`src/rtl/core/bmpenc_pkg.sv`:
```
// Shared types and codes for the bitmap pixel row encoder.
package bmpenc_pkg;

    // Output depth codes held in the format register.
    localparam logic [1:0] FMT_PAL4  = 2'd0;
    localparam logic [1:0] FMT_CUBE8 = 2'd1;
    localparam logic [1:0] FMT_RGB24 = 2'd2;

    // Reset value of the format register.
    localparam logic [1:0] FMT_RESET = FMT_RGB24;

    // Register indexes of the configuration port.
    localparam logic REG_PIXEL_FORMAT = 1'b0;

    // One byte-run command: the data bytes of a pixel and the row padding after them.
    typedef struct packed {
        logic [7:0] byte0;
        logic [7:0] byte1;
        logic [7:0] byte2;
        logic [1:0] n_data;
        logic [1:0] n_pad;
        logic       row_end;
    } t_cmd;

endpackage

```
`src/rtl/core/bmpenc_front.sv`:
```
// Front end: accepts pixels, quantizes them and builds byte-run commands.
module bmpenc_front (
    input  logic                 i_clk,
    input  logic                 i_rst_n,
    input  logic [1:0]           i_fmt,
    input  logic                 i_valid,
    input  logic [23:0]          i_pixel_rgb,
    input  logic                 i_row_end,
    input  logic                 i_queue_full,
    output logic                 o_accept,
    output logic                 o_push,
    output bmpenc_pkg::t_cmd     o_cmd
);
    import bmpenc_pkg::*;

    logic [3:0] r_held_nibble, n_held_nibble;
    logic       r_nibble_held, n_nibble_held;
    logic [1:0] r_phase, n_phase;

    logic [7:0] top_ch, mid_ch, low_ch;
    logic [9:0] sum3;
    logic       mid_gray;
    logic [3:0] pal_idx;
    logic [2:0] q_t, q_m, q_l;
    logic [7:0] cube_idx;
    logic [1:0] phase_after;
    logic [1:0] n_data;

    // Quotient by 51 of one channel byte, found by threshold compares.
    function automatic logic [2:0] div51(input logic [7:0] c);
        logic [2:0] q;
        q = 3'd0;
        if (c >= 8'd51)  q = 3'd1;
        if (c >= 8'd102) q = 3'd2;
        if (c >= 8'd153) q = 3'd3;
        if (c >= 8'd204) q = 3'd4;
        if (c == 8'd255) q = 3'd5;
        return q;
    endfunction

    assign top_ch = i_pixel_rgb[23:16];
    assign mid_ch = i_pixel_rgb[15:8];
    assign low_ch = i_pixel_rgb[7:0];

    // Sixteen-entry palette index; an average of 128 or more means a sum of 384 or more.
    always_comb begin
        sum3 = 10'(top_ch) + 10'(mid_ch) + 10'(low_ch);
        mid_gray = (top_ch > 8'd160) && (top_ch < 8'd224) &&
                   (mid_ch > 8'd160) && (mid_ch < 8'd224) &&
                   (low_ch > 8'd160) && (low_ch < 8'd224);
        if (mid_gray) begin
            pal_idx = 4'd8;
        end else if (sum3 >= 10'd384) begin
            pal_idx = {1'b1, top_ch[7], mid_ch[7], low_ch[7]};
        end else begin
            pal_idx = {1'b0, |top_ch[7:6], |mid_ch[7:6], |low_ch[7:6]};
        end
    end

    // Six-level color cube index.
    always_comb begin
        q_t = div51(top_ch);
        q_m = div51(mid_ch);
        q_l = div51(low_ch);
        cube_idx = 8'(8'd36 * {5'd0, q_t}) + 8'(8'd6 * {5'd0, q_m}) + {5'd0, q_l};
    end

    // Command build and nibble/phase bookkeeping.
    always_comb begin
        n_held_nibble = r_held_nibble;
        n_nibble_held = r_nibble_held;
        n_data        = 2'd0;
        o_cmd         = '0;
        o_cmd.row_end = i_row_end;
        unique case (i_fmt)
            FMT_PAL4: begin
                if (r_nibble_held) begin
                    o_cmd.byte0   = {r_held_nibble, pal_idx};
                    n_data        = 2'd1;
                    n_nibble_held = 1'b0;
                end else if (i_row_end) begin
                    o_cmd.byte0 = {pal_idx, 4'd0};
                    n_data      = 2'd1;
                end else begin
                    n_held_nibble = pal_idx;
                    n_nibble_held = 1'b1;
                end
            end
            FMT_CUBE8: begin
                o_cmd.byte0   = cube_idx;
                n_data        = 2'd1;
                n_nibble_held = 1'b0;
            end
            default: begin
                o_cmd.byte0   = top_ch;
                o_cmd.byte1   = mid_ch;
                o_cmd.byte2   = low_ch;
                n_data        = 2'd3;
                n_nibble_held = 1'b0;
            end
        endcase
        phase_after  = r_phase + n_data;
        o_cmd.n_data = n_data;
        if (i_row_end) begin
            n_nibble_held = 1'b0;
            o_cmd.n_pad   = 2'd0 - phase_after;
            n_phase       = 2'd0;
        end else begin
            n_phase = phase_after;
        end
    end

    assign o_accept = i_valid && !i_queue_full;
    assign o_push   = o_accept && (n_data != 2'd0);

    // State registers move only on an accepted request.
    always_ff @(posedge i_clk) begin
        if (!i_rst_n) begin
            r_held_nibble <= 4'd0;
            r_nibble_held <= 1'b0;
            r_phase       <= 2'd0;
        end else if (o_accept) begin
            r_held_nibble <= n_held_nibble;
            r_nibble_held <= n_nibble_held;
            r_phase       <= n_phase;
        end
    end

endmodule

```
`src/rtl/core/bmpenc_queue.sv`:
```
// Two-entry command queue between the front end and the byte sender.
module bmpenc_queue (
    input  logic                 i_clk,
    input  logic                 i_rst_n,
    input  logic                 i_push,
    input  bmpenc_pkg::t_cmd     i_cmd,
    input  logic                 i_pop,
    output logic                 o_full,
    output logic                 o_valid,
    output bmpenc_pkg::t_cmd     o_cmd
);
    import bmpenc_pkg::*;

    // Entry 0 is always the head; entry 1 shifts down on a pop.
    t_cmd r_ent0, r_ent1;
    logic r_v0, r_v1;

    assign o_full  = r_v1;
    assign o_valid = r_v0;
    assign o_cmd   = r_ent0;

    // Valid bits.
    always_ff @(posedge i_clk) begin
        if (!i_rst_n) begin
            r_v0 <= 1'b0;
            r_v1 <= 1'b0;
        end else begin
            unique case ({i_push, i_pop})
                2'b01: begin
                    r_v0 <= r_v1;
                    r_v1 <= 1'b0;
                end
                2'b10: begin
                    r_v0 <= 1'b1;
                    r_v1 <= r_v0;
                end
                default: begin
                    r_v0 <= r_v0;
                    r_v1 <= r_v1;
                end
            endcase
        end
    end

    // Payload entries.
    always_ff @(posedge i_clk) begin
        unique case ({i_push, i_pop})
            2'b11: begin
                if (r_v1) begin
                    r_ent0 <= r_ent1;
                    r_ent1 <= i_cmd;
                end else begin
                    r_ent0 <= i_cmd;
                end
            end
            2'b01: begin
                r_ent0 <= r_ent1;
            end
            2'b10: begin
                if (r_v0) begin
                    r_ent1 <= i_cmd;
                end else begin
                    r_ent0 <= i_cmd;
                end
            end
            default: begin
                r_ent0 <= r_ent0;
                r_ent1 <= r_ent1;
            end
        endcase
    end

endmodule

```
`src/rtl/core/bmpenc_back.sv`:
```
// Back end: expands commands to bytes in the output register, one per cycle unless stalled.
module bmpenc_back (
    input  logic                 i_clk,
    input  logic                 i_rst_n,
    input  logic                 i_cmd_valid,
    input  bmpenc_pkg::t_cmd     i_cmd,
    output logic                 o_pop,
    input  logic                 i_stall,
    output logic                 o_valid,
    output logic [7:0]           o_out_byte,
    output logic                 o_row_done,
    output logic                 o_run_last
);
    import bmpenc_pkg::*;

    logic [2:0] r_k;
    logic       r_valid;
    logic [7:0] r_byte;
    logic       r_row_done;
    logic       r_run_last;

    logic       load;
    logic       is_last;
    logic [2:0] last_k;
    logic [7:0] cur_byte;

    // Pick the byte at position r_k: data bytes first, then zero padding.
    always_comb begin
        last_k = 3'(i_cmd.n_data) + 3'(i_cmd.n_pad) - 3'd1;
        is_last = (r_k == last_k);
        if (r_k >= 3'(i_cmd.n_data)) begin
            cur_byte = 8'd0;
        end else begin
            unique case (r_k[1:0])
                2'd0:    cur_byte = i_cmd.byte0;
                2'd1:    cur_byte = i_cmd.byte1;
                default: cur_byte = i_cmd.byte2;
            endcase
        end
    end

    assign load  = i_cmd_valid && (!r_valid || !i_stall);
    assign o_pop = load && is_last;

    // Byte counter within the head command.
    always_ff @(posedge i_clk) begin
        if (!i_rst_n) begin
            r_k <= 3'd0;
        end else if (load) begin
            r_k <= is_last ? 3'd0 : r_k + 3'd1;
        end
    end

    // Output valid.
    always_ff @(posedge i_clk) begin
        if (!i_rst_n) begin
            r_valid <= 1'b0;
        end else if (load) begin
            r_valid <= 1'b1;
        end else if (!i_stall) begin
            r_valid <= 1'b0;
        end
    end

    // Output payload.
    always_ff @(posedge i_clk) begin
        if (load) begin
            r_byte     <= cur_byte;
            r_row_done <= is_last && i_cmd.row_end;
            r_run_last <= is_last;
        end
    end

    assign o_valid    = r_valid;
    assign o_out_byte = r_byte;
    assign o_row_done = r_row_done;
    assign o_run_last = r_run_last;

endmodule

```
`src/rtl/core/bmp_pixel_row_encoder.sv`:
```
// Top level of the bitmap pixel row encoder with its configuration register.
//
// Channel   Direction  Handshake           Payload
// pixel     in         i_valid / o_stall   i_pixel_rgb, i_row_end
// bytes     out        o_valid / i_stall   o_out_byte, o_row_done, o_run_last
// config    in         APB write/read      pixel_format at byte address 0
//
// The byte sender puts out one byte per cycle while the output is not stalled; a pixel
// causes three bytes in 24-bit mode, one in 8-bit mode, one per two pixels in 4-bit mode,
// plus up to three padding bytes at a row end.
// A pixel's bytes pass through the queue and then the output register.
// Reset is synchronous and active low; it empties the queue and sets 24-bit mode.
// A stalled output holds its byte; the two-entry queue lets pixels keep arriving until it is full.
module bmp_pixel_row_encoder (
    input  logic        i_clk,
    input  logic        i_rst_n,
    input  logic        i_valid,
    output logic        o_stall,
    input  logic [23:0] i_pixel_rgb,
    input  logic        i_row_end,
    output logic        o_valid,
    input  logic        i_stall,
    output logic [7:0]  o_out_byte,
    output logic        o_row_done,
    output logic        o_run_last,
    input  logic        psel,
    input  logic        penable,
    input  logic        pwrite,
    input  logic [2:0]  paddr,
    input  logic [31:0] pwdata,
    output logic [31:0] prdata,
    output logic        pready
);
    import bmpenc_pkg::*;

    logic [1:0] r_fmt;
    logic       q_full;
    logic       q_valid;
    logic       f_accept;
    logic       f_push;
    logic       b_pop;
    t_cmd       f_cmd;
    t_cmd       q_cmd;

    // Configuration register.
    assign pready = 1'b1;
    always_ff @(posedge i_clk) begin
        if (!i_rst_n) begin
            r_fmt <= FMT_RESET;
        end else if (psel && penable && pwrite && (paddr[2] == REG_PIXEL_FORMAT)) begin
            r_fmt <= pwdata[1:0];
        end
    end

    // Read-back.
    always_comb begin
        prdata = 32'd0;
        if (paddr[2] == REG_PIXEL_FORMAT) begin
            prdata = {30'd0, r_fmt};
        end
    end

    assign o_stall = q_full;

    bmpenc_front u_front (
        .i_clk        (i_clk),
        .i_rst_n      (i_rst_n),
        .i_fmt        (r_fmt),
        .i_valid      (i_valid),
        .i_pixel_rgb  (i_pixel_rgb),
        .i_row_end    (i_row_end),
        .i_queue_full (q_full),
        .o_accept     (f_accept),
        .o_push       (f_push),
        .o_cmd        (f_cmd)
    );

    bmpenc_queue u_queue (
        .i_clk   (i_clk),
        .i_rst_n (i_rst_n),
        .i_push  (f_push && f_accept),
        .i_cmd   (f_cmd),
        .i_pop   (b_pop),
        .o_full  (q_full),
        .o_valid (q_valid),
        .o_cmd   (q_cmd)
    );

    bmpenc_back u_back (
        .i_clk       (i_clk),
        .i_rst_n     (i_rst_n),
        .i_cmd_valid (q_valid),
        .i_cmd       (q_cmd),
        .o_pop       (b_pop),
        .i_stall     (i_stall),
        .o_valid     (o_valid),
        .o_out_byte  (o_out_byte),
        .o_row_done  (o_row_done),
        .o_run_last  (o_run_last)
    );

endmodule

```
`config.mk`:
```
export PLATFORM = sky130hd
export DESIGN_NAME = bmp_pixel_row_encoder
export DESIGN_NICKNAME = d
export VERILOG_FILES = /design/src/rtl/core/bmpenc_pkg.sv /design/src/rtl/core/bmpenc_front.sv /design/src/rtl/core/bmpenc_queue.sv /design/src/rtl/core/bmpenc_back.sv /design/src/rtl/core/bmp_pixel_row_encoder.sv
export SDC_FILE = /design/constraint.sdc
export NUM_CORES = 1
export LEC_CHECK = 0
export ABC_AREA = 1
export BUFFER_PORTS_ARGS = -buffer_cell sky130_fd_sc_hd__buf_2
export CAP_MARGIN = 10
export CORE_MARGIN = 5
export CORE_UTILIZATION = 41
export CTS_CLUSTER_DIAMETER = 200
export DETAILED_ROUTE_END_ITERATION = 10
export PLACE_DENSITY = 0.68
export SYNTH_ARGS = -nofsm -noshare
export SYNTH_HDL_FRONTEND = slang
export SYNTH_HIERARCHICAL = 1
export SYNTH_SLANG_ARGS = --single-unit
```
`constraint.sdc`:
```
create_clock -name i_clk -period 3.7 [get_ports i_clk]
set_clock_uncertainty 0.2 [all_clocks]
set_input_delay 0.37 -clock i_clk [delete_from_list [all_inputs] [get_ports i_clk]]
set_output_delay 0.37 -clock i_clk [all_outputs]
set_load 0.01 [all_outputs]
```
==> tab_implementation.tex <==
\begin{tabular}{lr}
\hline
Metric & Value \\
\hline
\multicolumn{2}{l}{\textbf{Clock network}} \\
\quad CTS clk-pin slew, worst paths & 60 ps \\
\quad Worst-skew pair later-pin latency & 340 ps \\
\quad CTS root buf & sky130\_fd\_sc\_hd\_\_clkbuf\_16 \\
\quad Cts-stage hold buffer count & 0 \\
\quad Maximum root-to-sink buffer count & 2 \\
\quad CTS tree & done \\
\quad Clock sink count & 83 \\
\quad TritonCTS buffer count & 9 \\
\quad Number of H-tree levels & 3 \\
\multicolumn{2}{l}{\textbf{Power and ir drop}} \\
\quad Power density over the cells & about 410 nW/µm² \\
\quad Static power due to leakage & 4.09 nW \\
\quad Worst IR Drop VDD & 0.277 mV \\
\multicolumn{2}{l}{\textbf{STA}} \\
\quad Max Freq & 269 MHz \\
\quad Crit path setup slack, layout & -15.4 ps \\
\quad Worst Tran Pin Value & 605 ps \\
\quad Final count of negative-setup-slack endpoints & 1 \\
\quad Hold Worst Slack & 54.2 ps \\
\quad Number of max-slew violations in the final report & 0 \\
\quad Headroom to the max-slew limit & 0.596 \\
\quad Final hold violation count & 0 \\
\quad Post-layout minimum cycle time & 3720 ps \\
\quad RSZ-0062 raised after global routing & true \\
\quad Tcrit/Tclk final & 1.00 \\
\multicolumn{2}{l}{\textbf{Detailed routing}} \\
\quad Total length of routed wires & 15.7 mm \\
\quad Router iterations before antenna repair & 5 \\
\quad Vias after detailed routing & between 5k and 6k \\
\quad Post-DR wirelength/cell & 12.6 µm \\
\quad Initial DRC Count & 370 \\
\quad Per-cell via count in the routed design & 4.65 \\
\quad Total DRC errors in the routed layout & 0 \\
\quad Number of nets with antenna violations after detailed routing & 0 \\
\multicolumn{2}{l}{\textbf{Yosys}} \\
\quad Synth Flop Type & sky130\_fd\_sc\_hd\_\_edfxtp\_1 \\
\quad Cell types with the largest area share after synthesis & sky130\_fd\_sc\_hd\_\_edfxtp\_1, sky130\_fd\_sc\_hd\_\_nand2\_1, sky130\_fd\_sc\_hd\_\_inv\_1 \\
\quad Number of synthesized register bits & 83 \\
\quad Area share of the largest cell type after synthesis & 0.307 \\
\quad Synthesized instance count & 944 \\
\quad Ys async rst share & 0 \\
\quad Proportion of synthesized chip area in sequential cells & 0.352 \\
\quad Cell area after synthesis & 6650 µm² \\
\quad Synth warnings & 6 \\
\quad Biggest area consumer among synthesized cells & sky130\_fd\_sc\_hd\_\_edfxtp\_1 \\
\quad Count of flip-flops with a built-in enable after synthesis & between 60 and 70 \\
\quad Most frequently used cell type in the post-synthesis netlist & sky130\_fd\_sc\_hd\_\_nand2\_1 \\
\quad Mean cell area of the mapped netlist & 7.05 µm² \\
\quad Cell variety after synth & 47 \\
\quad Synth top cells by count & sky130\_fd\_sc\_hd\_\_nand2\_1, sky130\_fd\_sc\_hd\_\_inv\_1, sky130\_fd\_sc\_hd\_\_edfxtp\_1, sky130\_fd\_sc\_hd\_\_nand3\_1, sky130\_fd\_sc\_hd\_\_ha\_1 \\
\multicolumn{2}{l}{\textbf{Worst setup path}} \\
\quad Capturing element type of the critical path & flip-flop \\
\quad End of the worst register-to-register path & u\_queue/o\_cmd[16]\$\_DFFE\_PP\_ \\
\quad Class of the most critical setup path & primary input to flip-flop \\
\quad Launching point of the worst reg2reg path & u\_queue/o\_cmd[4]\$\_DFFE\_PP\_ \\
\quad Critical path peak fanout & 3 \\
\quad R2r setup slk & 430 ps \\
\quad Startpoint types & primary input \\
\quad Data required time at the worst endpoint & about 3600 ps \\
\quad Source of the critical timing path & i\_pixel\_rgb[9] \\
\quad Data arrival time at the worst-slack endpoint & 3610 ps \\
\quad Number of cell instances on the worst register-to-register path & 15 \\
\multicolumn{2}{l}{\textbf{Global route}} \\
\quad Wire length of the first global-routing pass & 25.4 mm \\
\quad GRT overflow & 0 \\
\quad Largest net degree at the start of global routing & 35 \\
\quad Overall Global Routing Usage & 0.168 \\
\quad Antenna violations before repair & 0 \\
\quad Number of global-route vias before repair & 5329 \\
\multicolumn{2}{l}{\textbf{Placed design}} \\
\quad HPWL after detailed placement & about 12 mm \\
\quad Weighted congestion at the end of routability-driven global placement & 0.867 \\
\quad IO buf count & 48 \\
\quad Post-Place Cell Area & 7350 µm² \\
\multicolumn{2}{l}{\textbf{Floorplanning}} \\
\quad Die area & 18900 µm² \\
\quad Number of standard-cell rows in the floorplan & 46 \\
\quad Height of the chip & about 140 µm \\
\quad Starting Density & 0.419 \\
\quad I/O pin cnt & 112 \\
\quad Die Width & 137 µm \\
\quad Area of the core & 15900 µm² \\
\multicolumn{2}{l}{\textbf{Layout}} \\
\quad Fraction of final layout cells sized beyond drive strength 1 & 0.182 \\
\quad Number of antenna diodes & 0 \\
\quad Final-stage net count & 1146 \\
\quad Area Growth Syn to Fin & 17.2\% \\
\quad Cell area after layout & 7800 µm² \\
\multicolumn{2}{l}{\textbf{Hold path}} \\
\quad Hold Path End & r\_fmt[1]\$\_SDFFE\_PN1P\_ \\
\quad Start point of the worst min-delay path & pwdata[1] \\
\quad Hold path depth & 3 \\
\quad Hold crit path type & primary input to flip-flop \\
\multicolumn{2}{l}{\textbf{Flow run}} \\
\quad Number of max-cap violations & 0 \\
\multicolumn{2}{l}{\textbf{Outcome}} \\
\quad Failing checks & negative setup slack \\
\quad Result of the run & complete, but fails checks \\
\hline
\end{tabular}
-- per-layer routing --
metal / global-route usage / vias up / wire (µm)
met1: 0.229 / 2600 / 7420
met2: 0.274 / 143 / 7370
met3: 0.0321 / 20 / 734
met5: 0 / - / 0
met4: 0.0455 / 0 / 223
li1: - / 3065 / -
-- through the flow --
| step | power, mW | util | setup TNS (ps) | setup slack (ps) | cells |
|---|---|---|---|---|---|
| 2_1_floorplan | 1.97 | - | -9.64 | -9.64 | 973 |
| 3_3_place_gp | 2.24 | 0.463 | -1760 | -328 | 1232 |
| 3_5_place_dp | 2.26 | 0.463 | -2270 | -384 | 1232 |
| 4_1_cts | 3.19 | 0.483 | 0 | 6.17 | 1248 |
| 5_1_grt | 3.44 | 0.491 | -473 | -172 | 1253 |
| 6_report | 3.22 | 0.491 | -15.4 | -15.4 | 1253 |
-- kinds of logic after synthesis --
| logic type | synth area share |
|---|---|
| simple gates | 0.304 |
| buf+inv | 0.154 |
| compound gates | 0.0815 |
| flops | 0.352 |
| fa+ha+maj | 0.0941 |
| xor+xnor | 0.0132 |
| other cells | 0.00113 |
-- power by group --
part / internal (mW) / switching (mW)
clock network: 0.561 / 0.353
logic: 0.428 / 0.697
registers: 1.14 / 0.0380
-- what timing repair did --
item	CTS	global route
resized for setup	2	23
endpoints found under the setup margin	3	7
pin swaps	2	16
buffers inserted	0	5
-- cell type report --
class                           count  area, µm²
Timing Repair Buffer              105        681
Clock inverter                      3       46.3
Tap cell                          216        270
Inverter                          172        648
Sequential cell                    83       2340
Clock buffer                       13        260
Multi-Input combinational cell    661       3550
Fill cell                        1626       8090
-- cells in the final DEF (no fill, tap or decap), types with 11 or more instances in the layout --
| cell type | n |
|---|---|
| sky130_fd_sc_hd__nand2_2 | 18 |
| sky130_fd_sc_hd__buf_4 | 56 |
| sky130_fd_sc_hd__a21oi_1 | 28 |
| sky130_fd_sc_hd__buf_2 | 48 |
| sky130_fd_sc_hd__nand2_1 | 349 |
| sky130_fd_sc_hd__a31oi_1 | 11 |
| sky130_fd_sc_hd__nand3_1 | 45 |
| sky130_fd_sc_hd__o21ai_0 | 16 |
| sky130_fd_sc_hd__edfxtp_1 | 68 |
| sky130_fd_sc_hd__inv_2 | 11 |
| sky130_fd_sc_hd__dfxtp_1 | 15 |
| sky130_fd_sc_hd__conb_1 | 31 |
| sky130_fd_sc_hd__ha_1 | 36 |
| sky130_fd_sc_hd__inv_1 | 160 |
| sky130_fd_sc_hd__nor2_1 | 41 |
-- registers in the layout, indices dropped and copies added, names as in the netlist --
register               flops
u_back/o_run_last          1
u_back/r_k                 3
u_queue/o_valid            1
u_front/r_phase            2
u_back/o_out_byte          8
u_front/r_held_nibble      4
u_front/r_nibble_held      1
u_back/o_valid             1
u_queue/o_full             1
r_fmt                      2
u_queue/o_cmd             29
u_queue/r_ent1            29
u_back/o_row_done          1
-- critical path: stages --
cell and delay (ps):
sky130_fd_sc_hd__buf_2 100, sky130_fd_sc_hd__or2_4 240, sky130_fd_sc_hd__or2_4 220, sky130_fd_sc_hd__a41oi_2 130
sky130_fd_sc_hd__o21ai_1 80, sky130_fd_sc_hd__nand2_1 80, sky130_fd_sc_hd__o41ai_2 80, sky130_fd_sc_hd__ha_2 210
sky130_fd_sc_hd__fa_2 360, sky130_fd_sc_hd__xnor2_2 130, sky130_fd_sc_hd__inv_1 80, sky130_fd_sc_hd__ha_4 270
sky130_fd_sc_hd__ha_4 200, sky130_fd_sc_hd__a21oi_2 120, sky130_fd_sc_hd__nand2_1 70, sky130_fd_sc_hd__nand2_1 80
sky130_fd_sc_hd__nand2_1 60, sky130_fd_sc_hd__a21oi_2 130, sky130_fd_sc_hd__a21oi_1 70, sky130_fd_sc_hd__o21ai_0 80
sky130_fd_sc_hd__nand3b_1 140, sky130_fd_sc_hd__inv_1 80, sky130_fd_sc_hd__nand2_1 50, sky130_fd_sc_hd__nand3_1 90
sky130_fd_sc_hd__nand2_1 60
-- worst max-delay path by stage --
stage,endpoint,depth (start not counted)
after floorplan,u_queue/o_cmd[25]$_DFFE_PP_,21
after global routing,u_queue/o_cmd[28]$_DFFE_PP_,25
final,u_queue/o_cmd[28]$_DFFE_PP_,25
after global placement,u_queue/o_cmd[25]$_DFFE_PP_,22
after CTS,u_queue/o_cmd[28]$_DFFE_PP_,25
after detailed placement,u_queue/o_cmd[28]$_DFFE_PP_,25
Power figures use the tool's default switching activity.
